<file path="src/sv/fjr_pkg.sv">
`timescale 1ns / 1ps
// shared types, codes and reset values for the feeder jam recovery block
package fjr_pkg;

    // counter width default
    localparam int COUNT_WIDTH_DEF = 16;

    // config port geometry
    localparam int CFG_DATA_W  = 32;
    localparam int CFG_ADDR_W  = 5;
    localparam int CFG_INDEX_W = 3;

    // config field widths
    localparam int THRESH_W  = 15;
    localparam int TICKS_W   = 16;
    localparam int BACKOFF_W = 19;

    // config reset values
    localparam logic [THRESH_W-1:0]  THRESH_RST   = 15'd8000;
    localparam logic [TICKS_W-1:0]   SUSPECT_RST  = 16'd100;
    localparam logic [TICKS_W-1:0]   RECOVER_RST  = 16'd200;
    localparam logic [TICKS_W-1:0]   STUCK_RST    = 16'd400;
    localparam logic [TICKS_W-1:0]   COOLDOWN_RST = 16'd1000;
    localparam logic [BACKOFF_W-1:0] BACKOFF_RST  = 19'd45752;  // 2*pi/9 in q16.16

    // register indexes
    typedef enum logic [CFG_INDEX_W-1:0] {
        REG_THRESH   = 3'd0,
        REG_SUSPECT  = 3'd1,
        REG_RECOVER  = 3'd2,
        REG_STUCK    = 3'd3,
        REG_COOLDOWN = 3'd4,
        REG_BACKOFF  = 3'd5
    } reg_index_t;

    // reported mode codes
    localparam logic [2:0] MODE_NORMAL   = 3'd0;
    localparam logic [2:0] MODE_SUSPECT  = 3'd1;
    localparam logic [2:0] MODE_JAM      = 3'd2;
    localparam logic [2:0] MODE_BACKOFF  = 3'd3;
    localparam logic [2:0] MODE_DISABLED = 3'd4;

    typedef enum logic [1:0] {
        ACT_NONE    = 2'd0,
        ACT_MOVE    = 2'd1,
        ACT_DISABLE = 2'd2,
        ACT_HOLD    = 2'd3
    } action_t;

    typedef struct packed {
        logic signed [15:0] torque;
        logic signed [31:0] position;
    } in_t;

    typedef struct packed {
        logic [2:0]         mode;
        action_t            action;
        logic signed [31:0] target_angle;
    } out_t;

    typedef struct packed {
        logic [THRESH_W-1:0]  torque_threshold;
        logic [TICKS_W-1:0]   suspect_ticks;
        logic [TICKS_W-1:0]   recover_ticks;
        logic [TICKS_W-1:0]   stuck_ticks;
        logic [TICKS_W-1:0]   cooldown_ticks;
        logic [BACKOFF_W-1:0] backoff_angle;
    } cfg_t;

endpackage

</file>
<file path="src/sv/fjr_cfg_regs.sv">
`timescale 1ns / 1ps
// apb configuration register file
module fjr_cfg_regs (
    input  logic                           aclk,
    input  logic                           aresetn,
    input  logic                           psel,
    input  logic                           penable,
    input  logic                           pwrite,
    input  logic [fjr_pkg::CFG_ADDR_W-1:0] paddr,
    input  logic [fjr_pkg::CFG_DATA_W-1:0] pwdata,
    output logic [fjr_pkg::CFG_DATA_W-1:0] prdata,
    output logic                           pready,
    output fjr_pkg::cfg_t                  cfg
);

    fjr_pkg::cfg_t      cfg_reg;
    fjr_pkg::reg_index_t idx;
    logic               wr_en;

    assign idx    = fjr_pkg::reg_index_t'(paddr[fjr_pkg::CFG_ADDR_W-1:2]);
    assign pready = 1'b1;
    assign wr_en  = psel && penable && pwrite;
    assign cfg    = cfg_reg;

    always_ff @(posedge aclk) begin
        if (!aresetn) begin
            cfg_reg.torque_threshold <= fjr_pkg::THRESH_RST;
            cfg_reg.suspect_ticks    <= fjr_pkg::SUSPECT_RST;
            cfg_reg.recover_ticks    <= fjr_pkg::RECOVER_RST;
            cfg_reg.stuck_ticks      <= fjr_pkg::STUCK_RST;
            cfg_reg.cooldown_ticks   <= fjr_pkg::COOLDOWN_RST;
            cfg_reg.backoff_angle    <= fjr_pkg::BACKOFF_RST;
        end else if (wr_en) begin
            case (idx)
                fjr_pkg::REG_THRESH:   cfg_reg.torque_threshold <= pwdata[14:0];
                fjr_pkg::REG_SUSPECT:  cfg_reg.suspect_ticks    <= pwdata[15:0];
                fjr_pkg::REG_RECOVER:  cfg_reg.recover_ticks    <= pwdata[15:0];
                fjr_pkg::REG_STUCK:    cfg_reg.stuck_ticks      <= pwdata[15:0];
                fjr_pkg::REG_COOLDOWN: cfg_reg.cooldown_ticks   <= pwdata[15:0];
                fjr_pkg::REG_BACKOFF:  cfg_reg.backoff_angle    <= pwdata[18:0];
                default: ;
            endcase
        end
    end

    always_comb begin
        case (idx)
            fjr_pkg::REG_THRESH:   prdata = 32'(cfg_reg.torque_threshold);
            fjr_pkg::REG_SUSPECT:  prdata = 32'(cfg_reg.suspect_ticks);
            fjr_pkg::REG_RECOVER:  prdata = 32'(cfg_reg.recover_ticks);
            fjr_pkg::REG_STUCK:    prdata = 32'(cfg_reg.stuck_ticks);
            fjr_pkg::REG_COOLDOWN: prdata = 32'(cfg_reg.cooldown_ticks);
            fjr_pkg::REG_BACKOFF:  prdata = 32'(cfg_reg.backoff_angle);
            default:               prdata = '0;
        endcase
    end

endmodule

</file>
<file path="src/sv/fjr_core.sv">
`timescale 1ns / 1ps
// jam detection state machine, run counters and result logic
module fjr_core #(
    parameter int COUNT_WIDTH = fjr_pkg::COUNT_WIDTH_DEF
) (
    input  logic          aclk,
    input  logic          aresetn,
    input  logic          step,
    input  fjr_pkg::cfg_t cfg,
    input  fjr_pkg::in_t  req,
    output fjr_pkg::out_t res
);

    localparam logic [COUNT_WIDTH-1:0] CNT_MAX = {COUNT_WIDTH{1'b1}};

    typedef enum logic [2:0] {
        ST_NORMAL   = fjr_pkg::MODE_NORMAL,
        ST_SUSPECT  = fjr_pkg::MODE_SUSPECT,
        ST_JAM      = fjr_pkg::MODE_JAM,
        ST_BACKOFF  = fjr_pkg::MODE_BACKOFF,
        ST_DISABLED = fjr_pkg::MODE_DISABLED
    } state_t;

    state_t                 state_reg, state_next;
    logic [COUNT_WIDTH-1:0] mode_ticks_reg, mode_ticks_next;
    logic [COUNT_WIDTH-1:0] low_run_reg, low_run_next;
    logic [COUNT_WIDTH-1:0] high_run_reg, high_run_next;
    logic [COUNT_WIDTH-1:0] cool_reg, cool_next;

    logic [16:0]            t_ext;
    logic [16:0]            mag;
    logic                   high;
    logic [COUNT_WIDTH-1:0] mt_inc, lo_inc, hi_inc, cool_inc;
    logic [COUNT_WIDTH-1:0] lo_tmp, hi_tmp;

    assign t_ext  = {req.torque[15], req.torque};
    assign mag    = t_ext[16] ? (~t_ext + 17'd1) : t_ext;
    assign high   = mag >= {2'b00, cfg.torque_threshold};

    assign mt_inc   = (mode_ticks_reg == CNT_MAX) ? CNT_MAX : mode_ticks_reg + 1'b1;
    assign lo_inc   = (low_run_reg == CNT_MAX) ? CNT_MAX : low_run_reg + 1'b1;
    assign hi_inc   = (high_run_reg == CNT_MAX) ? CNT_MAX : high_run_reg + 1'b1;
    assign cool_inc = (cool_reg == CNT_MAX) ? CNT_MAX : cool_reg + 1'b1;

    always_comb begin
        state_next      = state_reg;
        mode_ticks_next = mt_inc;
        low_run_next    = low_run_reg;
        high_run_next   = high_run_reg;
        cool_next       = cool_reg;
        lo_tmp          = '0;
        hi_tmp          = '0;
        res.action       = fjr_pkg::ACT_NONE;
        res.target_angle = '0;
        case (state_reg)
            ST_NORMAL: begin
                if (high) begin
                    state_next      = ST_SUSPECT;
                    mode_ticks_next = '0;
                end
            end
            ST_SUSPECT: begin
                if (32'(mt_inc) >= 32'(cfg.suspect_ticks)) begin
                    state_next      = ST_JAM;
                    mode_ticks_next = '0;
                end else if (!high) begin
                    state_next      = ST_NORMAL;
                    mode_ticks_next = '0;
                end
            end
            ST_JAM: begin
                res.action       = fjr_pkg::ACT_MOVE;
                res.target_angle = req.position - $signed(32'(cfg.backoff_angle));
                state_next       = ST_BACKOFF;
                mode_ticks_next  = '0;
            end
            ST_BACKOFF: begin
                lo_tmp        = high ? '0 : lo_inc;
                hi_tmp        = high ? hi_inc : '0;
                low_run_next  = lo_tmp;
                high_run_next = hi_tmp;
                if (32'(lo_tmp) >= 32'(cfg.recover_ticks)) begin
                    low_run_next    = '0;
                    state_next      = ST_NORMAL;
                    mode_ticks_next = '0;
                end
                // stuck check wins over recovery
                if (32'(hi_tmp) >= 32'(cfg.stuck_ticks)) begin
                    high_run_next   = '0;
                    state_next      = ST_DISABLED;
                    mode_ticks_next = '0;
                end
            end
            ST_DISABLED: begin
                res.action = fjr_pkg::ACT_DISABLE;
                cool_next  = cool_inc;
                if (32'(cool_inc) > 32'(cfg.cooldown_ticks) && !high) begin
                    res.action       = fjr_pkg::ACT_HOLD;
                    res.target_angle = req.position;
                    cool_next        = '0;
                    state_next       = ST_SUSPECT;
                    mode_ticks_next  = '0;
                end
            end
            default: begin
                if (high) begin
                    state_next      = ST_SUSPECT;
                    mode_ticks_next = '0;
                end else begin
                    state_next = ST_NORMAL;
                end
            end
        endcase
        res.mode = state_next;
    end

    always_ff @(posedge aclk) begin
        if (!aresetn) begin
            state_reg      <= ST_NORMAL;
            mode_ticks_reg <= '0;
            low_run_reg    <= '0;
            high_run_reg   <= '0;
            cool_reg       <= '0;
        end else if (step) begin
            state_reg      <= state_next;
            mode_ticks_reg <= mode_ticks_next;
            low_run_reg    <= low_run_next;
            high_run_reg   <= high_run_next;
            cool_reg       <= cool_next;
        end
    end

endmodule

</file>
<file path="src/sv/feeder_jam_recovery_fsm.sv">
`timescale 1ns / 1ps
// top level of the feeder jam detector and recovery controller
//
// Feeder jam detector: each request carries one control tick (signed torque
// sample and q16.16 motor position) and produces exactly one result (mode,
// action, target angle). A request is captured in an input register, the
// state machine and its saturating counters evaluate it in one pass of
// short logic, and the result lands in an output register. Throughput is one
// request per clock while the input side is not stalled. The
// input side keeps accepting while a finished result waits, and only stalls
// when both registers are full and m_ready is low. Thresholds and the back-off
// angle sit in an apb register file (byte addresses 4*index) and should only
// be written while no request is in flight. Counters saturate at
// 2^COUNT_WIDTH - 1; the back-off target wraps modulo 2^32.
module feeder_jam_recovery_fsm #(
    parameter int COUNT_WIDTH = fjr_pkg::COUNT_WIDTH_DEF
) (
    input  logic                           aclk,
    input  logic                           aresetn,
    // request channel
    input  logic                           s_valid,
    output logic                           s_ready,
    input  fjr_pkg::in_t                   s_payload,
    // result channel
    output logic                           m_valid,
    input  logic                           m_ready,
    output fjr_pkg::out_t                  m_payload,
    // configuration
    input  logic                           psel,
    input  logic                           penable,
    input  logic                           pwrite,
    input  logic [fjr_pkg::CFG_ADDR_W-1:0] paddr,
    input  logic [fjr_pkg::CFG_DATA_W-1:0] pwdata,
    output logic [fjr_pkg::CFG_DATA_W-1:0] prdata,
    output logic                           pready
);

    fjr_pkg::cfg_t cfg;
    fjr_pkg::out_t res;

    // input stage
    logic          in_valid_reg;
    fjr_pkg::in_t  in_data_reg;
    // output stage
    logic          out_valid_reg;
    fjr_pkg::out_t out_data_reg;

    // a request moves on when the output slot is free or being drained
    logic advance;

    assign advance   = in_valid_reg && (!out_valid_reg || m_ready);
    assign s_ready   = !in_valid_reg || advance;
    assign m_valid   = out_valid_reg;
    assign m_payload = out_data_reg;

    fjr_cfg_regs u_cfg (
        .aclk    (aclk),
        .aresetn (aresetn),
        .psel    (psel),
        .penable (penable),
        .pwrite  (pwrite),
        .paddr   (paddr),
        .pwdata  (pwdata),
        .prdata  (prdata),
        .pready  (pready),
        .cfg     (cfg)
    );

    // state only moves when the request leaves the input register
    fjr_core #(
        .COUNT_WIDTH (COUNT_WIDTH)
    ) u_core (
        .aclk    (aclk),
        .aresetn (aresetn),
        .step    (advance),
        .cfg     (cfg),
        .req     (in_data_reg),
        .res     (res)
    );

    // control flags
    always_ff @(posedge aclk) begin
        if (!aresetn) begin
            in_valid_reg  <= 1'b0;
            out_valid_reg <= 1'b0;
        end else begin
            if (s_ready) begin
                in_valid_reg <= s_valid;
            end
            if (advance) begin
                out_valid_reg <= 1'b1;
            end else if (m_ready) begin
                out_valid_reg <= 1'b0;
            end
        end
    end

    // payload, no reset needed
    always_ff @(posedge aclk) begin
        if (s_ready && s_valid) begin
            in_data_reg <= s_payload;
        end
        if (advance) begin
            out_data_reg <= res;
        end
    end

`ifndef SYNTHESIS
    // a move command only comes with the step into backing off
    a_move_mode: assert property (@(posedge aclk) disable iff (!aresetn)
        m_valid && m_payload.action == fjr_pkg::ACT_MOVE
        |-> m_payload.mode == fjr_pkg::MODE_BACKOFF)
        else $error("move action outside back-off");

    // re-arm always lands in suspect
    a_hold_mode: assert property (@(posedge aclk) disable iff (!aresetn)
        m_valid && m_payload.action == fjr_pkg::ACT_HOLD
        |-> m_payload.mode == fjr_pkg::MODE_SUSPECT)
        else $error("hold action outside suspect");

    // a plain disable keeps the drive off
    a_disable_mode: assert property (@(posedge aclk) disable iff (!aresetn)
        m_valid && m_payload.action == fjr_pkg::ACT_DISABLE
        |-> m_payload.mode == fjr_pkg::MODE_DISABLED)
        else $error("disable action outside disabled mode");

    // input side only stalls when both stages are full and output is blocked
    a_stall_cause: assert property (@(posedge aclk) disable iff (!aresetn)
        !s_ready |-> in_valid_reg && out_valid_reg && !m_ready)
        else $error("request side stalled without cause");
`endif

endmodule
</file>
<file path="config.mk">
export PLATFORM = sky130hd
export DESIGN_NAME = feeder_jam_recovery_fsm
export DESIGN_NICKNAME = d
export VERILOG_FILES = /design/src/sv/fjr_pkg.sv /design/src/sv/fjr_cfg_regs.sv /design/src/sv/fjr_core.sv /design/src/sv/feeder_jam_recovery_fsm.sv
export SDC_FILE = /design/constraint.sdc
export NUM_CORES = 1
export LEC_CHECK = 0
export BUFFER_PORTS_ARGS = -buffer_cell sky130_fd_sc_hd__buf_2
export CAP_MARGIN = 10
export CORE_MARGIN = 2
export CORE_UTILIZATION = 54
export CTS_CLUSTER_DIAMETER = 50
export CTS_CLUSTER_SIZE = 30
export DETAILED_ROUTE_END_ITERATION = 6
export PLACE_DENSITY = 0.74
export SYNTH_ARGS = -nofsm -noshare
export SYNTH_HDL_FRONTEND = slang
export SYNTH_SLANG_ARGS = --single-unit
</file>
<file path="constraint.sdc">
create_clock -name aclk -period 5 [get_ports aclk]
set_input_delay 0.5 -clock aclk [delete_from_list [all_inputs] [get_ports aclk]]
set_output_delay 0.5 -clock aclk [all_outputs]
set_load 0.005 [all_outputs]
</file>
==> metrics.yaml, run 1 <==
critical_path:
  path_delay_family: "simple AND/OR/NAND/NOR gates"
  cp_data_arrival_time_ns: 5.61
  r2r-end: "u_core.mode_ticks_reg[15]"
  r2r_setup_slack_ns: -0.22
  end_kind: "flop"
  cpMostUsedCell: "or4_4"
  critPathMaxStageDelay_ns: 0.56
  start_kind: "flop"
  worstSetupPathType: "reg2reg"
  path_cells: "or4_4 > or2_4 > or4_4 > o21ai_2 > xnor2_1 > ha_1 > nand4_1 > nor4_2 > a2111oi_2 > buf_4 > and2_4 > buf_8 > a21oi_4 > ha_4 > a21o_1 > a21oi_2 > a2111oi_4 > o22ai_2 > nand3_4 > a31oi_4 > clkbuf_16 > a22o_1"
  reg2regPathDepth: 22
  crit_required_ns: 5.39
  rr_startpoint: "in_data_reg[37]"
  crit_path_top_delay_cell: "or4_4"
  cp_num_buf_inv: 3
  crit_fanout: 8
clock_network:
  ctsRootBufferMaster: "clkbuf_16"
  numCtsBuffers: 34
  tritoncts: "yes"
  cts.reportedPaths.clkPinSlew_ns: 0.05
  cts_buffer_depth: 3
  clkLatencyLatePin_ns: 0.52
  htree_levels: 2
  clock_sinks: 252
die:
  dieArea_sq_um: 28500
  rows: 60
  core_sq_um: 26800
  die_w_microns: 169
  io_pins: 164
  initial_utilization_pct: 54.7
  die_y_microns: 169
cells_and_area:
  utilization_pct: 66.4
  n_antenna_cell: 0
  layout-drive-gt1-share_pct: 20.1
  area_growth_syn_to_layout_pct: 21.2
  fin_nets: 2059
  largest_reg_flops: 98
  stdcell_count: 2229
routing:
  wl_per_cell_microns: 18.9
  dr.pass1.iters: 6
  via_per_inst: 5.90
  drt_first_iter_violations: 1326
  m1WireLength_microns: 17700
  met3_length_microns: 3230
  vias: 13100
  drc: 0
  routed_wirelength_microns: 42100
  met2WireLength_microns: 19400
  highest_layer: "met4"
  postRouteAntennaNets: 0
timing:
  rsz0062_at_grt: "yes"
  finalMaxSlewViolations: 0
  setup_ws_ns: -0.220
  timing.final.crit_share_pct: 104
  fin_skew_ns: 0.0251
  slew_headroom_pct: 14.3
  max_freq_mhz: 192
  hold_violations: 0
  setup_viol: 45
  whs_ns: 0.171
  worst_slew_pin_slew_ns: 1.28
  finalCriticalPeriod_ns: 5.22
power_and_ir_drop:
  p_per_area_nw_per_um2: 279
  vdd_drop_max_mv: 0.258
  leakage_nw: 7.00
global_route:
  overflow: 0
  grt_pass1_vias: 12500
  grtUsageTotal_pct: 28.6
  antenna_found_initial: 0
  grt_pass1_wl_microns: 65000
  grt_max_degree: 86
synth:
  syn_area_per_cell_sq_um: 8.67
  yosysUniqueCellTypes: 65
  yosys_warnings: 0
  netlist_instances: 1692
  synth_edf_count: 85
  syn_area_sq_um: 14700
  ys_seq_area_share_pct: 40.2
  async_flop_share_pct: 0
  ys.flop_type: "dfxtp_1"
  ys_ff_latch: 252
hold_path:
  min-delay-start: "s_payload[39]"
  min-delay-path-class: "in2reg"
  worstHoldEndpoint: "in_data_reg[39]"
  worstHoldPathCells: 1
placed_design:
  routabilityCongestion: 0.936
  hpwl_microns: 29000
  post-place-cells: 2142
  dp_slack_ns: -0.512
  io_buffers: 134
job:
  drv_cap: 0
status:
  status: "finished with violations"
  violations: "negative setup slack"
==> layer usage <==
metal / global-route usage [%] / vias up
li1: - / 6320
met3: 4.33 / 109
met4: 11.1 / 0
met1: 38.0 / 6204
met2: 47.2 / 514
met5: 0 / -
==> worst max-delay path by stage <==
stage,startpoint,end,slack [ns],depth (start not counted)
2_1_floorplan,in_data_reg[33],u_core.mode_ticks_reg[13],-0.009,22
3_3_place_gp,in_data_reg[39],u_core.high_run_reg[0],-0.36,22
3_5_place_dp,in_data_reg[33],u_core.high_run_reg[0],-0.51,21
4_1_cts,in_data_reg[37],u_core.state_reg[0],-0.21,23
5_1_grt,in_data_reg[37],u_core.mode_ticks_reg[15],-0.50,21
6_report,in_data_reg[37],u_core.mode_ticks_reg[15],-0.22,22
==> stage by stage <==
step,power (mW),instance area [sq um],TNS [ns]
floorplan,2.49,14900,-0.0878
global placement,2.64,16000,-11.23
detailed placement,2.65,16000,-19.08
CTS,4.96,17400,-5.95
global route,5.11,17800,-20.23
finish,4.95,17800,-4.91
==> area by class of cell <==
class	count	area, sq um
clock buffers	41	928
clock inverters	20	144
fillers	2140	9020
inverters	123	467
multi-input cells	1234	8520
flip-flops and latches	252	5900
well taps	341	427
repair buffers	218	1400
==> cell usage after synthesis (35+ instances only) <==
cell type	number	area, sq um
nand2_1	292	1100
dfxtp_1	167	3340
inv_1	123	462
ha_1	103	1290
edfxtp_1	85	2550
a21oi_1	81	405
a21boi_0	80	601
o21ai_0	80	400
clkbuf_1	67	251
nor2_1	66	248
nand3_1	55	275
nor2b_1	49	307
a22oi_1	36	270
xnor2_1	35	307
==> cells in the final DEF (no fill, tap or decap), types with 16 or more instances in the layout <==
cell type  count
nand2_1      287
nor2_1        63
inv_1        122
edfxtp_1      85
ha_1          91
o211ai_1      34
dfxtp_1      167
nand3_1       53
a21boi_0      77
o21a_1        20
xnor2_1       35
a22oi_2       20
o21ai_0       72
buf_4         73
xor2_1        29
a22oi_1       16
a21oi_1       69
clkbuf_16     36
buf_2        133
nand4_1       20
nor2b_1       49
a22o_1        18
mux2i_1       23
==> cell families (layout without fill, tap and decap cells) <==
kind of cell	count (synthesis)	in the layout	share of synthesized area (%)
XOR/XNOR	64	64	3.82
buffers and inverters	219	402	6.08
other	2	14	0.0512
flip-flops	252	252	40.2
AND/OR/NAND/NOR	576	577	18.1
AO/OA/AOI/OAI	448	448	20.6
adder cells (fa/ha/maj)	104	104	8.92
multiplexers	27	27	2.18
==> repair_timing <==
item,4_1_cts,5_1_grt
hold buffers,0,0
endpoints found under the setup margin,54,54
cloned,2,1
buffers inserted,15,8
pin swaps,28,14
resized for setup,52,42
==> power by group <==
group | switching [mW] | leakage (nW) | internal [mW]
Combinational | 0.269 | 4.30 | 0.179
Clock | 0.962 | 0.529 | 1.35
Sequential | 0.0323 | 2.17 | 2.17
(Power assumes the default switching activity.)
==> run 2: changes to the inputs <==
RECOVER_POWER = 100   (was unset)
REMOVE_ABC_BUFFERS = 1   (was unset)
==> run 2 against run 1 <==
The run ends with max-capacitance violations, max-slew violations, negative setup slack left. Worst hold slack worse by 0.068 ns. Design area is 0.97% lower. Sequential cell count is the same. Core utilization down 0.64 points. First-iteration DRC count grew 6.0%. Sequential power barely moved. Non-clock buffer count is the same. Sequential share of layout area up 0.33 points. Global-route usage is essentially flat. Cell count decreased by 0.22%. Worst setup slack got worse by 0.030 ns. Clock skew fell by 0.00078 ns. Critical path type unchanged. Largest cell class unchanged.
==> metrics.yaml, run 2 (synthesized netlist as in run 1, its figures left out) <==
global_route:
  overflow: 0
  grt_max_degree: 99
  grtUsageTotal_pct: 28.7
  grt_pass1_vias: 12500
  grt_pass1_wl_microns: 65200
  antenna_found_initial: 1
die:
  rows: 60
  die_y_microns: 169
  io_pins: 164
  dieArea_sq_um: 28500
  initial_utilization_pct: 54.7
  core_sq_um: 26800
  die_w_microns: 169
critical_path:
  path_cells: "or4_4 > or2_4 > or4_4 > o21ai_2 > xnor2_1 > ha_1 > nand4_1 > nor4_2 > a2111oi_2 > buf_4 > and2_4 > buf_8 > a21oi_1 > ha_1 > nand4_1 > a2111oi_4 > o22ai_2 > nand3_4 > a31oi_4 > buf_6 > a22o_1"
  r2r-end: "u_core.mode_ticks_reg[7]"
  crit_required_ns: 5.45
  crit_path_top_delay_cell: "or4_4"
  rr_startpoint: "in_data_reg[38]"
  worstSetupPathType: "reg2reg"
  r2r_setup_slack_ns: -0.25
  critPathMaxStageDelay_ns: 0.56
  reg2regPathDepth: 21
  path_delay_family: "simple AND/OR/NAND/NOR gates"
  crit_fanout: 8
  end_kind: "flop"
  cp_data_arrival_time_ns: 5.70
  cp_num_buf_inv: 3
  start_kind: "flop"
power_and_ir_drop:
  total_power_mw: 4.78
  vdd_drop_max_mv: 0.239
  p_per_area_nw_per_um2: 271
  leakage_nw: 6.82
cells_and_area:
  final_cell_mix: "289 x nand2_1, 167 x dfxtp_1, 122 x inv_1"
  area_growth_syn_to_layout_pct: 20.0
  final_common_cell: "nand2_1"
  largest_reg_flops: 98
  stdcell_count: 2224
  design_area_sq_um: 17600
  layout-drive-gt1-share_pct: 18.0
  fin_nets: 2055
  utilization_pct: 65.7
status:
  status: "finished with violations"
  violations: "max-capacitance violations, max-slew violations, negative setup slack"
timing:
  finalCriticalPeriod_ns: 5.25
  fin_skew_ns: 0.0244
  fin_setup_tns_ns: -8.73
  slew_headroom_pct: -165
  whs_ns: 0.104
  rsz0062_at_grt: "yes"
  setup_ws_ns: -0.251
  worst_slew_pin_slew_ns: 3.97
  max_freq_mhz: 190
  hold_violations: 0
  setup_viol: 54
  finalMaxSlewViolations: 249
  timing.final.crit_share_pct: 105
clock_network:
  cts.reportedPaths.clkPinSlew_ns: 0.07
  ctsRootBufferMaster: "clkbuf_16"
  clkLatencyLatePin_ns: 0.57
  cts_buffer_depth: 3
  htree_levels: 1
  clock_sinks: 252
  numCtsBuffers: 30
  tritoncts: "yes"
routing:
  drc: 0
  vias: 13300
  dr.pass1.iters: 6
  drt_first_iter_violations: 1405
  routed_wirelength_microns: 42600
  postRouteAntennaNets: 0
  wl_per_cell_microns: 19.2
  via_per_inst: 5.97
placed_design:
  placed_area_sq_um: 15900
  dp_slack_ns: -0.699
  io_buffers: 134
  routabilityCongestion: 0.921
  hpwl_microns: 30000
  post-place-cells: 2146
hold_path:
  worstHoldEndpoint: "in_data_reg[7]"
  worstHoldPathCells: 1
  min-delay-path-class: "in2reg"
  min-delay-start: "s_payload[7]"
job:
  drv_cap: 5
## run 2: cell types whose count changed in the layout (fill, tap and decap cells not counted), sizes merged
cell / previous run / this run
buf: 217 / 178
clkbuf: 42 / 74
clkinv: 11 / 7
clkinvlp: 3 / 6
bufinv: 0 / 1
diode: 0 / 1
inv: 129 / 130
## run 2: worst max path at each step
stage	from	to	slack [ns]	cells past startpoint
after global routing	in_data_reg[38]	u_core.mode_ticks_reg[9]	-0.46	22
after floorplan	in_data_reg[38]	u_core.mode_ticks_reg[13]	-0.44	19
after detailed placement	in_data_reg[38]	u_core.mode_ticks_reg[9]	-0.70	20
after global placement	in_data_reg[38]	u_core.mode_ticks_reg[8]	-0.50	20
final	in_data_reg[38]	u_core.mode_ticks_reg[7]	-0.25	21
after CTS	in_data_reg[38]	u_core.mode_ticks_reg[7]	-0.18	23
## run 2: timing repair
| item | CTS | global route |
|---|---|---|
| pin swaps | 21 | 22 |
| buffers inserted | 14 | 5 |
| hold buffers | 0 | 0 |
| cloned | 1 | 1 |
| endpoints found under the setup margin | 54 | 54 |
| gates resized for setup | 80 | 56 |
## run 2: power breakdown
part | leakage [nW] | internal, mW | switching (mW)
logic | 4.20 | 0.176 | 0.270
clock network | 0.459 | 1.20 | 0.933
registers | 2.17 | 2.17 | 0.0315
total | 6.82 | 3.54 | 1.23
## run 2: final cells by class
cell class              count  area, sq um
clock buffers              34          787
diodes                      1         2.50
fillers                  2201         9190
flip-flops and latches    252         5900
clock inverters            21          175
inverters                 123          467
multi-input cells        1234         8520
repair buffers            218         1340
well taps                 341          427
## run 2: routing by layer
layer  track usage, %  part of all wire, %  wire length [microns]  up-vias
met5                0                    0                      0        -
met4             9.22                  3.7                   1570        0
met3             4.09                  7.7                   3300      106
met2             47.7                   47                  20000      545
met1             38.7                   42                  17700     6317
li1                 -                    -                      -     6320
